`config.mk`:
```
export PLATFORM = sky130hd
export DESIGN_NAME = lfid_ram
export DESIGN_NICKNAME = d
export VERILOG_FILES = /design/src/hdl/lowest_free_id_allocator_macros.svh /design/src/hdl/lfid_ram.sv
export SDC_FILE = /design/constraint.sdc
export NUM_CORES = 2
export LEC_CHECK = 0
export ABC_AREA = 0
export ABC_CLOCK_PERIOD_IN_PS = 2790
export BUFFER_PORTS_ARGS = -buffer_cell sky130_fd_sc_hd__buf_2
export CELL_PAD_IN_SITES_DETAIL_PLACEMENT = 0
export CELL_PAD_IN_SITES_GLOBAL_PLACEMENT = 1
export CORE_MARGIN = 5
export CORE_UTILIZATION = 50
export CTS_BUF_LIST = sky130_fd_sc_hd__clkbuf_16
export CTS_CLUSTER_SIZE = 12
export DETAILED_ROUTE_END_ITERATION = 10
export PLACE_DENSITY = 0.84
export SLEW_MARGIN = 20
export SYNTH_ARGS = -nofsm -noshare
export SYNTH_HDL_FRONTEND = slang
export SYNTH_MEMORY_MAX_BITS = 65536
export SYNTH_SLANG_ARGS = --single-unit
```
`constraint.sdc`:
```
create_clock -name clk -period 2.79 [get_ports clk]
set_input_delay 0.837 -clock clk [delete_from_list [all_inputs] [get_ports clk]]
set_output_delay 0.837 -clock clk [all_outputs]
set_load 0.005 [all_outputs]
```
`src/hdl/lowest_free_id_allocator_macros.svh`:
```
// Assertion macros for the lowest-free-ID allocator.
// Needs clk and rst in the scope of each use.
`ifndef LOWEST_FREE_ID_ALLOCATOR_MACROS_SVH
`define LOWEST_FREE_ID_ALLOCATOR_MACROS_SVH

// same-cycle implication
`define LFID_ASSERT_IMP(label, ante, cons) \
  label: assert property (@(posedge clk) disable iff (rst) (ante) |-> (cons)) \
    else $error("lfid assertion failed");

// next-cycle implication
`define LFID_ASSERT_NXT(label, ante, cons) \
  label: assert property (@(posedge clk) disable iff (rst) (ante) |=> (cons)) \
    else $error("lfid assertion failed");

`endif

```
`src/hdl/lfid_ram.sv`:
```
// Generic simple dual-port RAM, one write and one registered read port.
// No dependencies.
module lfid_ram #(
  parameter int WIDTH = 9,
  parameter int DEPTH = 512
) (
  input  logic                     clk,
  input  logic                     we,
  input  logic [$clog2(DEPTH)-1:0] waddr,
  input  logic [WIDTH-1:0]         wdata,
  input  logic [$clog2(DEPTH)-1:0] raddr,
  output logic [WIDTH-1:0]         rdata
);

  logic [WIDTH-1:0] mem [DEPTH];

  always_ff @(posedge clk) begin
    if (we) begin
      mem[waddr] <= wdata;
    end
    rdata <= mem[raddr];
  end

endmodule

```
== Yosys cells after proc, flatten, opt, wreduce, memory -nomap -nowiden ==
Memories as Yosys holds them, arrays and structs flattened. A register that Yosys moved wholly into a read port is not among the register bits.
Cells that the tools add are included.
Word-level totals
  memory bits (read-only): 0
  flip-flop bits (word level): 0
  output and inout port bits: 9
  input bits: 29
  logic and storage cells: 3
  memories: 1
  bits in latches: 0
  memory bits (writable): 4608
Memory list
  mem: depth 512, width 9, read ports 1, clocked after Yosys merged registers in 1, wr ports 1, RTL line lfid_ram.sv:15  | logic [WIDTH-1:0] mem [DEPTH];
Operators by class
  mux-type cells: 2
  equal/unequal tests: 0
  div/mod/pow operators: 0
  bitwise logic cells: 0
  shift-type cells: 0
  $add $sub $neg: 0
  magnitude comparators: 0
  reductions and logical operators: 0
  multiply operators: 0
Operators by type and width (number)
  $mux 1: 2

== Longest topological paths before layout ==
  word-level depth: 2
  depth in mapped cells: 13
  gate-level depth less buffers: 7

== Worst setup path before layout ==
OpenSTA, ideal clock, no wires.
  path kind: input to register
  from: input port raddr[0]
  to: register rdata[0], read port of mem
  setup slack: -83 ps
  path buffers: 4
  arrival: 2756 ps
  required time: 2673 ps
  cell stages on the path: 9
  setup time: 117 ps
  cells stage by stage: buf_6 -> buf_12 -> buf_12 -> buf_4 -> mux4_2 -> mux4_2 -> o21ai_1 -> o21ai_1 -> and4bb_1
RTL lines
  start: declaration: RTL line lfid_ram.sv:11  | input logic [$clog2(DEPTH)-1:0] raddr,
  end: declaration: RTL line lfid_ram.sv:12  | output logic [WIDTH-1:0] rdata

==> summary.md <==
| Metric | Value |
|---|---|
| Placer congestion estimate | `0.917` |
| Reg2reg end | `rdata[1]` |
| 1st-iter DRT viols | `around 15,000` |
| Ys flop type | `edfxtp_1` |
| Pre-antenna DRT Iters | `8` |
| Initial Utilization | `0.501` |
| Post-synthesis cell count | `roughly 8,900` |
| Tmin final | `2.92 ns` |
| CTS tree | `built` |
| FF/Latch Area | `approximately 140,000 sq um` |
| Metal2 WL | `234,000 um` |
| M1 wire length | `174,000 um` |
| Max frequency | `0.343 GHz` |
| Initial antenna violation count | `26` |
| Post-synth EDFFs | `4,608` |
| Simple-gate share of the synthesized area | `0.0234` |
| CP Capture Type | `flip-flop` |
| Met3 wire length | `59,500 um` |
| Synth top area cells | `edfxtp_1 77%, mux4_2 9.4%, mux2i_1 4.9%` |
| Final hold slack | `0.326 ns` |
| # DRC | `0` |
| Crit path max fanout | `53` |
| Final Max Slew Viols | `0` |
| Antenna-violating nets left | `0` |
| Fraction of synthesized area in multiplexers | `0.144` |
| Hold buffers post-CTS | `0` |
| Post-synth ARST share | `0` |
| Adder-cell share of the synthesized area | `0` |
| PortBufs | `37` |
| Worst skew pair latency | `a little over 1 ns` |
| Worst R2R Setup Slack | `approximately 0.070 ns` |
| Hold crit path type | `in -> reg` |
| Worst setup path start | `raddr[2]` |
| Die span in y | `around 610 um` |
| Final setup fails | `8` |
| Compound-Gate Fraction of Synth Area | `0.0430` |
| Global-route wire length before repair | `roughly 700,000 um` |
| Largest net degree at the start of global routing | `109` |
| I/O pin cnt | `38` |
| Critical Path End | `rdata[0]` |
| GRT Overall Usage | `0.258` |
| Synthesized flop and latch total | `4,617` |
| Area fraction of the dominant cell type after synthesis | `0.770` |
| Count leader, synth | `edfxtp_1` |
| CTS root buf | `clkbuf_16` |
| Via count | `99,820` |
| Synthesized Nets | `8,917` |
| Max Used Layer | `met5` |
| Status | `complete, but fails checks` |
| Seq/Total Area, Yosys | `0.771` |
| Gate power share | `0.062` |
| DRT Wirelength | `about 490,000 um` |
| Cells after DPL | `14,751` |
| Area of the core | `around 360,000 sq um` |
| Yosys top cell by area | `edfxtp_1` |
| Max cap viols | `0` |
| R2R depth | `7` |
| Crit path required time | `3.74 ns` |
| Routed wire length per instance | `31.9 um` |
| Final period util | `1.05` |
| Crit Path Class | `in -> reg` |
| Switch Pwr | `29,900 uW` |
| Setup TNS | `-0.356 ns` |
| Net Sw Frac | `0.216` |
| Sink Count | `4,617` |
| Arr. time, crit path | `3.86 ns` |
| Failing checks | `negative setup slack` |
| Area grow syn2layout | `18.0%` |
| Die area | `371,000 sq um` |
| Clock power frac | `0.386` |
| # rows | `220` |
| H-tree depth | `5` |
| Area of the mapped netlist | `180,000 sq um` |
| Maximum VDD drop | `approximately 570 uV` |
| Slew @ Worst Pin | `a little over 1 ns` |
| Max transition margin | `0.307` |
| Unrepaired setup endpoints after global routing | `yes` |
| Ys Warns | `0` |
| Avg Synthesized Cell Area | `20.2 sq um` |
| HPWL Detailed | `roughly 310,000 um` |
| Die width | `~610 um` |
| Final Skew | `0.0833 ns` |
| FILL cells | `24,467` |
| Vias in the first global route | `99,603` |
| TritonCTS buffer count | `444` |
| Final std cells w/o fill | `between 15,000 and 20,000` |
| Clock-pin transition on the worst setup and hold timing paths | `0.06 ns` |
| Synth Area in XOR/XNOR | `0` |
| R2r startpoint | `mem[351][1]` |
| Worst setup margin | `-0.126 ns` |
| Pwr per Cell Area | `around 650 nW/um^2` |
| Grt ovf | `0` |
| P_int | `109,000 uW` |
| Critical path launch point type | `input pin` |
| Main combinational cell family by area after synthesis | `multiplexers` |
| Top cells by count, synth | `4,608 x edfxtp_1, 879 x mux2i_1, 747 x mux4_2` |
| CTS max path bufs | `4` |
| Flop pwr share | `0.552` |
| Final #Nets | `10,513` |
| Fin. Hold Viols | `0` |
| Via density | `6.45` |
| Multi-input logic area | `38,500 sq um` |
| LEAKAGE | `0.0706 uW` |
| Fraction of layout cells with a size suffix above 1 | `0.290` |
| Unique masters post-synth | `51` |
critical path: stages:
cell,delay (ns)
clkbuf_8,0.17
or2_4,0.27
buf_12,0.18
buf_12,0.20
o221ai_1,0.41
a21oi_1,0.22
buf_4,0.19
nor4_1,0.18
and4_1,0.40
nand4_1,0.26
buf_4,0.24
and4bb_1,0.23
how the worst min path moves through the flow:
stage                           from          end  slack, ns  cells after the start
after floorplan             wdata[0]    mem[0][0]       0.94                      0
after global placement    mem[22][7]     rdata[7]       1.26                      6
after detailed placement    wdata[5]  mem[310][5]       1.29                      1
after CTS                   wdata[8]  mem[333][8]       0.26                      1
after global routing        wdata[8]  mem[333][8]       0.31                      1
final                       wdata[6]  mem[417][6]       0.33                      1
cells in the final DEF, fill, tap and decap left out, types with 16 or more instances in the layout:
cell type	count
o31ai_1	17
buf_4	1400
mux4_2	747
inv_1	93
and2_1	17
nand2_1	112
nor4_1	24
nand3_1	21
a21oi_1	206
buf_2	24
nand4_1	66
a22oi_1	47
diode_2	24
clkinv_1	58
nor2_1	598
o21ai_1	29
edfxtp_1	4608
o21ai_0	114
mux2_2	17
mux2i_1	871
o221ai_1	384
buf_16	24
o22ai_1	181
o221ai_2	39
clkbuf_16	461
buf_12	220
nor3_1	45
buf_6	16
power groups by stage:
stage / combinational [uW] / sequential [uW] / clock, uW
after global routing: 8830 / 76400 / 56900
after floorplan: 3680 / 77900 / 0
final: 8570 / 76500 / 53400
after detailed placement: 8050 / 77900 / 0
after CTS: 8220 / 76500 / 53800
after global placement: 7870 / 77900 / 0
sequential cells by signal (all words and copies together), names as in the netlist:
register / count
mem: 4608
rdata: 9
metal layers:
metal | GRT usage | vias to the layer above
met5 | 0 | -
met4 | 0.119 | 20
met3 | 0.0578 | 1229
met2 | 0.405 | 7103
met1 | 0.348 | 51249
li1 | - | 40219
area by class of cell:
class / instances / share of cell area
clock buffers: 448 / 0.0529
multi-input cells: 3705 / 0.182
well taps: 4773 / 0.0282
clock inverters: 190 / 0.00561
inverters: 4 / 0.000106
repair buffers: 1712 / 0.0776
flip-flops and latches: 4617 / 0.654
diodes: 24 / 0.000283
logic make-up after synthesis:
kind of cell	count (synthesis)
buffers and inverters	566
DFF	4617
muxes	1643
AOI/OAI and AO/OA	1102
and+or+nand+nor	960
stage by stage:
stage          total power (uW)  utilization  setup slack, ns  instance area [sq um]
3_3_place_gp              85800        0.552            -1.44                 198000
3_5_place_dp              86000        0.552            -1.43                 198000
6_report                 139000        0.591           -0.126                 212000
2_1_floorplan             81600            -         0.000713                 180000
4_1_cts                  138000        0.588          0.00151                 211000
5_1_grt                  142000        0.591           -0.126                 212000
timing repair:
| item | CTS | global route |
|---|---|---|
| setup buffers | 17 | 31 |
| cloned | 3 | 13 |
| endpoints found under the setup margin | 10 | 9 |
| pin swaps | 19 | 31 |
| resized for setup | 68 | 112 |
(Power assumes the default switching activity.)
