<file path="config.mk">
export PLATFORM = sky130hd
export DESIGN_NAME = lfid_seq
export DESIGN_NICKNAME = d
export VERILOG_FILES = /design/src/hdl/lowest_free_id_allocator_macros.svh /design/src/hdl/lfid_pkg.sv /design/src/hdl/lfid_seq.sv
export SDC_FILE = /design/constraint.sdc
export NUM_CORES = 1
export LEC_CHECK = 0
export BUFFER_PORTS_ARGS = -buffer_cell sky130_fd_sc_hd__buf_2
export CAP_MARGIN = 15
export CORE_ASPECT_RATIO = 0.5
export CORE_MARGIN = 5
export CORE_UTILIZATION = 54
export CTS_CLUSTER_SIZE = 12
export DETAILED_ROUTE_END_ITERATION = 8
export MAX_ROUTING_LAYER = met4
export PLACE_DENSITY = 0.86
export SLEW_MARGIN = 20
export SYNTH_ARGS = -nofsm -noshare
export SYNTH_HDL_FRONTEND = slang
export SYNTH_SLANG_ARGS = --single-unit
</file>
<file path="constraint.sdc">
create_clock -name clk -period 3.8 [get_ports clk]
set_input_delay 0.19 -clock clk [delete_from_list [all_inputs] [get_ports clk]]
set_output_delay 0.19 -clock clk [all_outputs]
set_load 0.005 [all_outputs]
</file>
<file path="src/hdl/lowest_free_id_allocator_macros.svh">
// Assertion macros for the lowest-free-ID allocator.
// Needs clk and rst in the scope of each use.
`ifndef LOWEST_FREE_ID_ALLOCATOR_MACROS_SVH
`define LOWEST_FREE_ID_ALLOCATOR_MACROS_SVH

// same-cycle implication
`define LFID_ASSERT_IMP(label, ante, cons) \
  label: assert property (@(posedge clk) disable iff (rst) (ante) |-> (cons)) \
    else $error("lfid assertion failed");

// next-cycle implication
`define LFID_ASSERT_NXT(label, ante, cons) \
  label: assert property (@(posedge clk) disable iff (rst) (ante) |=> (cons)) \
    else $error("lfid assertion failed");

`endif

</file>
<file path="src/hdl/lfid_pkg.sv">
// Shared constants and types of the lowest-free-ID allocator.
// No dependencies.
package lfid_pkg;

  localparam int CAPACITY_DEF    = 256;
  localparam int TREE_LEVELS_DEF = 9;

  localparam logic [1:0] OP_ALLOC   = 2'd0;
  localparam logic [1:0] OP_RESERVE = 2'd1;
  localparam logic [1:0] OP_RELEASE = 2'd2;

  localparam logic [2:0] ST_OK    = 3'd0;
  localparam logic [2:0] ST_FULL  = 3'd1;
  localparam logic [2:0] ST_USED  = 3'd2;
  localparam logic [2:0] ST_FREE  = 3'd3;
  localparam logic [2:0] ST_RANGE = 3'd4;

  typedef struct packed {
    logic       valid;
    logic [2:0] status;
  } res_ctl_t;

endpackage

</file>
<file path="src/hdl/lfid_seq.sv">
// Sequencer of the allocator: clears the count tree, walks it down for an
// allocate and up for a count update. Depends on lfid_pkg.
module lfid_seq import lfid_pkg::*; #(
  parameter int CAPACITY    = CAPACITY_DEF,
  parameter int TREE_LEVELS = TREE_LEVELS_DEF
) (
  input  logic                   clk,
  input  logic                   rst,
  input  logic                   start,
  input  logic [1:0]             operation,
  input  logic [TREE_LEVELS-1:0] id,
  output logic                   busy,
  output logic                   ram_we,
  output logic [TREE_LEVELS-1:0] ram_waddr,
  output logic [TREE_LEVELS-1:0] ram_wdata,
  output logic [TREE_LEVELS-1:0] ram_raddr,
  input  logic [TREE_LEVELS-1:0] ram_rdata,
  output res_ctl_t               res,
  output logic [TREE_LEVELS-1:0] res_rid
);

  localparam int AW = TREE_LEVELS;
  localparam logic [AW-1:0] ROOT_NODE = AW'(1);
  localparam logic [AW-1:0] CAP       = AW'(CAPACITY);
  localparam logic [AW-1:0] HALF0     = AW'(CAPACITY / 2);
  localparam logic [AW-1:0] LEAF_OFS  = AW'(CAPACITY - 1);

  typedef enum logic [5:0] {
    S_CLEAR = 6'b000001,
    S_IDLE  = 6'b000010,
    S_ROOT  = 6'b000100,
    S_DESC  = 6'b001000,
    S_CHK   = 6'b010000,
    S_UPD   = 6'b100000
  } state_t;

  state_t        state, state_next;
  logic [AW-1:0] node, node_next;
  logic [AW-1:0] half, half_next;
  logic [AW-1:0] rid, rid_next;
  logic [AW-1:0] clr_addr, clr_addr_next;
  logic          add, add_next;

  logic [AW-1:0] child;
  logic [AW-1:0] upd_val;
  logic [AW-1:0] leaf;
  logic          walk_up;

  assign busy    = (state != S_IDLE);
  assign child   = (ram_rdata < half) ? {node[AW-2:0], 1'b0} : {node[AW-2:0], 1'b1};
  assign leaf    = id + LEAF_OFS;
  // count +1 or -1 with floor at zero
  assign upd_val = add ? ram_rdata + AW'(1)
                       : ((ram_rdata != '0) ? ram_rdata - AW'(1) : ram_rdata);

  always_comb begin
    state_next    = state;
    node_next     = node;
    half_next     = half;
    rid_next      = rid;
    clr_addr_next = clr_addr;
    add_next      = add;
    ram_we        = 1'b0;
    ram_waddr     = node;
    ram_wdata     = upd_val;
    ram_raddr     = '0;
    res.valid     = 1'b0;
    res.status    = ST_OK;
    res_rid       = rid;
    walk_up       = 1'b0;
    unique case (state)
      S_CLEAR: begin
        ram_we        = 1'b1;
        ram_waddr     = clr_addr;
        ram_wdata     = '0;
        clr_addr_next = clr_addr + AW'(1);
        if (&clr_addr) begin
          state_next = S_IDLE;
        end
      end
      S_IDLE: begin
        if (start) begin
          rid_next = id;
          add_next = (operation != OP_RELEASE);
          if (operation == OP_ALLOC) begin
            ram_raddr  = ROOT_NODE;
            state_next = S_ROOT;
          end else if (operation == OP_RESERVE || operation == OP_RELEASE) begin
            if (id == '0 || id > CAP) begin
              res.valid  = 1'b1;
              res.status = ST_RANGE;
              res_rid    = id;
            end else begin
              ram_raddr  = leaf;
              node_next  = leaf;
              state_next = S_CHK;
            end
          end else begin
            res.valid  = 1'b1;
            res.status = ST_RANGE;
            res_rid    = '0;
          end
        end
      end
      S_ROOT: begin
        if (ram_rdata >= CAP) begin
          res.valid  = 1'b1;
          res.status = ST_FULL;
          res_rid    = '0;
          state_next = S_IDLE;
        end else begin
          ram_raddr  = {ROOT_NODE[AW-2:0], 1'b0};
          node_next  = ROOT_NODE;
          half_next  = HALF0;
          state_next = S_DESC;
        end
      end
      S_DESC: begin
        node_next = child;
        if (child[AW-1]) begin
          ram_raddr  = child;
          rid_next   = {1'b0, child[AW-2:0]} + AW'(1);
          state_next = S_UPD;
        end else begin
          ram_raddr = {child[AW-2:0], 1'b0};
          half_next = half >> 1;
        end
      end
      S_CHK: begin
        if (add && ram_rdata != '0) begin
          res.valid  = 1'b1;
          res.status = ST_USED;
          state_next = S_IDLE;
        end else if (!add && ram_rdata == '0) begin
          res.valid  = 1'b1;
          res.status = ST_FREE;
          state_next = S_IDLE;
        end else begin
          walk_up = 1'b1;
        end
      end
      S_UPD: begin
        walk_up = 1'b1;
      end
      default: begin
        state_next = S_IDLE;
      end
    endcase
    // write this node; read its parent unless this is the root
    if (walk_up) begin
      ram_we = 1'b1;
      if (node == ROOT_NODE) begin
        res.valid  = 1'b1;
        res.status = ST_OK;
        state_next = S_IDLE;
      end else begin
        ram_raddr  = node >> 1;
        node_next  = node >> 1;
        state_next = S_UPD;
      end
    end
  end

  always_ff @(posedge clk) begin
    if (rst) begin
      state    <= S_CLEAR;
      clr_addr <= '0;
    end else begin
      state    <= state_next;
      clr_addr <= clr_addr_next;
    end
    node <= node_next;
    half <= half_next;
    rid  <= rid_next;
    add  <= add_next;
  end

endmodule

</file>
# Word-level counts from Yosys, hierarchy flattened
# Cells that the tools add are included.
# totals
regBits,43
latchBits,0
ram_bits,0
rom_bits,0
input_bits,23
out_inout_bits,42
elab_cells,113
memories,0
# op_classes
add_sub_neg,5
mul,0
div,0
n_lt_le_gt_ge,3
eq_ne,22
shifts,0
muxes,61
bitwise_logic,0
reduce_logical,16
# op_table
cell,count
9-bit 2-to-1 mux,27
6-bit 2-to-1 mux,10
9-bit one-hot mux with 2 select lines,3
9-bit one-hot mux with 3 select lines,2
4-bit 2-to-1 mux,10
6-bit one-hot mux with 6 select lines,1
9-bit by 1-bit adder with 9-bit output (second input constant),2
9-bit zero test,2
2-bit != test (second input constant),6
4-bit != test (second input constant),3
4-bit one-hot mux with 3 select lines,1
8-bit by 1-bit adder with 9-bit output (second input constant),1
9-bit by 8-bit adder with 9-bit output (second input constant),1
9-bit by 1-bit equality test with 1-bit output (second input constant),1
9-bit >= comparator (second input constant),1
9-bit > comparator (second input constant),1
9-bit less-than comparator,1
3-bit != test (second input constant),3
9-bit AND reduction,1
9-bit nonzero test,1
9-bit by 1-bit subtractor with 9-bit output (second input constant),1
7-bit AND reduction,1
6-bit by 1-bit equality test with 1-bit output (second input constant),1
6-bit by 2-bit equality test with 1-bit output (second input constant),1
other kinds (17),25

# Longest topological paths before layout
# depth
depth_word,9
depth_mapped,13
ltp_nobuf,11

# Worst setup path before layout
# OpenSTA, ideal clock, no wires.
# synth_path
kind,input port to output port
start,input port ram_rdata[2]
end,output port ram_raddr[3]
arrival_time_ps,2418
path_slack_ps,1192
path_stages,11
path_cell_list,clkbuf_1 -> nor3_1 -> nand4_1 -> inv_1 -> ha_1 -> and3b_1 -> o21a_1 -> clkbuf_1 -> and2_1 -> clkbuf_1 -> a221o_1
# synth_between
elab_chain_cells,6
# synth_rtl
element,line,source
"start, declared",lfid_seq.sv:17,"input logic [TREE_LEVELS-1:0] ram_rdata,"
9-bit zero test,lfid_seq.sv:134,end else if (!add && ram_rdata == '0) begin
1-bit logical AND,lfid_seq.sv:134,
1-bit 2-to-1 mux,lfid_seq.sv:134,
1-bit 2-to-1 mux (*),lfid_seq.sv:130,if (add && ram_rdata != '0) begin
1-bit one-hot mux with 2 select lines (*),lfid_seq.sv:71,unique case (state)
9-bit 2-to-1 mux (*),lfid_seq.sv:150,if (walk_up) begin
"end, declared",lfid_seq.sv:16,"output logic [TREE_LEVELS-1:0] ram_raddr,"
# Every way passes the cells marked *; elsewhere a longest branch is shown, timed or not.

# Worst setup path in the final report
# layout_path
start,register state[4]
end,output port res_rid[3]
# layout_between
elab_chain_cells,2
# layout_rtl
element,line,source
"start, declared",lfid_seq.sv:37,"state_t state, state_next;"
"start signal, assigned",lfid_seq.sv:169,state <= state_next;
6-bit by 3-bit equality test with 1-bit output or 6-bit by 2-bit equality test with 1-bit output (tied branches),lfid_seq.sv:71,
9-bit one-hot mux with 2 select lines (*),lfid_seq.sv:71,
"end, declared",lfid_seq.sv:19,output logic [TREE_LEVELS-1:0] res_rid
# Marks and branches as above.

==> flow_summary.yaml <==
run_status:
  status: "completed"
routing:
  first_iter_violations: 411
  via_per_inst: 5.91
  routed_wirelength_um: 9460
  wl_per_cell_um: 16.1
  ant_nets: 0
  drt_first_pass_iters: 5
  vias: 3463
  drc: 0
setup_path:
  required_ps: 3610
  crit_type: "flip-flop to primary output"
  worstPathMaxFanout: 16
  crit_arrival_ps: 2920
  worst_setup_path_start_kind: "flip-flop"
  end_kind: "primary output"
yosys:
  synthAdderAreaFrac_pct: 6.63
  syn_nets: 491
  synth_edf_count: 18
  synth_seq_cells: 42
  netlist_instances: 450
  synth_cell_types: 57
  avgSynthCellArea_um2: 7.55
  synth_ff_type: "dfxtp_1"
  yosysTopAreaCellShare_pct: 15.9
  synth_warnings: 0
  synth-xor-area-share_pct: 6.70
  synthTopCellsByArea: "edfxtp_1, dfxtp_1, nand2_1, ha_1, a21oi_1"
  ys_seq_area_share_pct: 30.0
  netlist_area_mm2: 0.00340
  synth_top_family_by_area: "simple AND/OR/NAND/NOR gates"
  ys_async_sr_fraction_pct: 0
  synth-compound-area-share_pct: 21.5
  post_synth_mux_area_share_pct: 2.10
  synth_area_leader_cell: "edfxtp_1"
  synth-simple-area-share_pct: 26.7
timing:
  setup-tns-final_ps: 0
  grt_setup_unrepaired: "no"
  period_needed_ps: 3110
  timing.slew.headroom_pct: 35.2
  max_freq_ghz: 0.321
  worst_pin_slew_ps: 970
  finalCritPeriodShare_pct: 81.9
  finalMaxSlewViolations: 0
  hold_viol: 0
  fin_skew_ps: 3.37
  fin_ws_ps: 689
  setup_violations: 0
power_and_ir_drop:
  p_per_area_mw_per_mm2: 484
  p_leak_uw: 0.00167
  peakVddDrop_uv: 246
cts:
  cts_tree: "done"
  htreeDepth: 2
  post_cts_buffers: 0
  hold_buffers: 0
  numCtsBuffers: 5
  clock_latency_ps: 290
  cts_resized: 0
  cts.sinks: 42
  path_clk_slew_ps: 60
  cts_root_buffer: "clkbuf_16"
  clk_path_buf_depth: 2
flow_run:
  drv_cap: 0
cells_and_area:
  final_cell_mix: "buf_2, nand2_1, nor2_1, a21oi_1, o21ai_0"
  finalNetCount: 538
  synthToLayoutAreaGrowth_pct: 14.6
  drive_above_1_share_pct: 17.3
  diodes: 0
  layout.cells.most_common: "buf_2"
global_route:
  grt_pass1_vias: 3183
  grtUsageTotal_pct: 24.8
  grt_overflow: 0
  grt_pass1_wl_um: 15400
  antenna_found_initial: 0
  grt_max_degree: 35
placed_design:
  post-place-ws_ps: 918
  gp_congestion: 0.967
  dpl.hpwl_um: 7060
  port_buffers: 64
die:
  fp.dieW_um: 122
  die_area_mm2: 0.00808
  die_height_um: 66.1
  start_util_pct: 55.9
  ios: 65
  placementRows: 20
  core-area_mm2: 0.00608
min_path:
  hold_class: "primary input to flip-flop"
worst max-delay path, stage by stage (launching register included):
cell,delay (ps)
dfxtp_1,410
nor3_1,440
nand3_1,530
nor3_1,780
nor2b_1,220
o21a_1,130
buf_2,110
per-stage QoR:
| step | util (%) | hold WS [ps] | cells | instance area (um^2) | power [uW] |
|---|---|---|---|---|---|
| after floorplan | - | 262 | 450 | 3400 | 1210 |
| after global placement | 61.7 | 469 | 578 | 3750 | 1430 |
| after detailed placement | 61.7 | 483 | 578 | 3750 | 1450 |
| after CTS | 64.1 | 242 | 586 | 3890 | 1870 |
| after global routing | 64.1 | 268 | 586 | 3890 | 2010 |
| final | 64.1 | 236 | 586 | 3890 | 1890 |
synth_stat cells, types with 2 or more instances:
cell type,count
xor2_1,10
and2_1,2
or3_1,6
and4_1,2
o31ai_1,2
a2bb2oi_1,2
a32oi_1,2
nor4_1,3
nand2_1,63
or4_1,2
a21oi_1,34
and3_1,2
clkbuf_1,24
dfxtp_1,24
a211oi_1,4
nand2b_1,8
edfxtp_1,18
nor4b_1,4
ha_1,18
nor3_1,14
nand4_1,8
nor3b_1,2
o21bai_1,4
mux2i_1,6
buf_1,3
inv_1,21
a31oi_1,3
o21a_1,9
xnor2_1,16
buf_6,2
o211ai_1,3
nand3_1,13
buf_2,2
or4_4,2
o21ai_0,34
a22oi_1,7
nor2_1,43
nor2b_1,9
flip-flops by register name, indices dropped and copies added (netlist names):
signal	count
node	9
half	8
add	1
rid	9
clr_addr	9
state	6
power breakdown:
part | leakage (uW) | total (uW) | switching [uW] | internal, uW
Sequential | 0.000359 | 721 | 173 | 548
Clock | 0.0000708 | 427 | 183 | 244
Combinational | 0.00124 | 739 | 413 | 326
per-layer routing:
layer | wire length, um | GRT usage (%) | vias up | share of wire, %
met2 | 4230 | 39.0 | 157 | 45
met5 | 0 | - | - | 0
met3 | 746 | 3.93 | 17 | 7.9
met4 | 129 | 6.69 | 0 | 1.4
li1 | - | - | 1699 | -
met1 | 4360 | 33.5 | 1590 | 46
path summary, 6_finish.rpt:
| path | endpoint | slack, ps | startpoint | depth (start not counted) |
|---|---|---|---|---|
| worst max register to register | rid[4]$_DFFE_PP_ | 1060 | half[7]$_SDFFCE_PN1P_ | 10 |
| worst max-delay path | res_rid[3] | 690 | state[4]$_SDFFE_PP0P_ | 6 |
| worst min-delay path | state[2]$_SDFFE_PP0P_ | 240 | start | 3 |
| worst min register to register | clr_addr[8]$_SDFFE_PP0N_ | 490 | clr_addr[8]$_SDFFE_PP0N_ | 2 |
cell type report:
cell class	count	area, um^2
multi-input combinational	356	2170
tap	88	110
clock inverter	2	13.8
inverter	21	78.8
timing repair buffer	71	373
sequential	42	1020
fill	554	2190
clock buffer	6	129
cell families (layout without fill, tap and decap cells):
| family | count (synthesis) | count (layout) |
|---|---|---|
| multiplexers | 7 | 7 |
| adder cells (fa/ha/maj) | 18 | 18 |
| buffers and inverters | 52 | 100 |
| AND/OR/NAND/NOR | 187 | 187 |
| XOR/XNOR | 26 | 26 |
| AO/OA/AOI/OAI | 118 | 118 |
| flip-flops | 42 | 42 |
No activity file was read; power rests on OpenSTA's default activity.
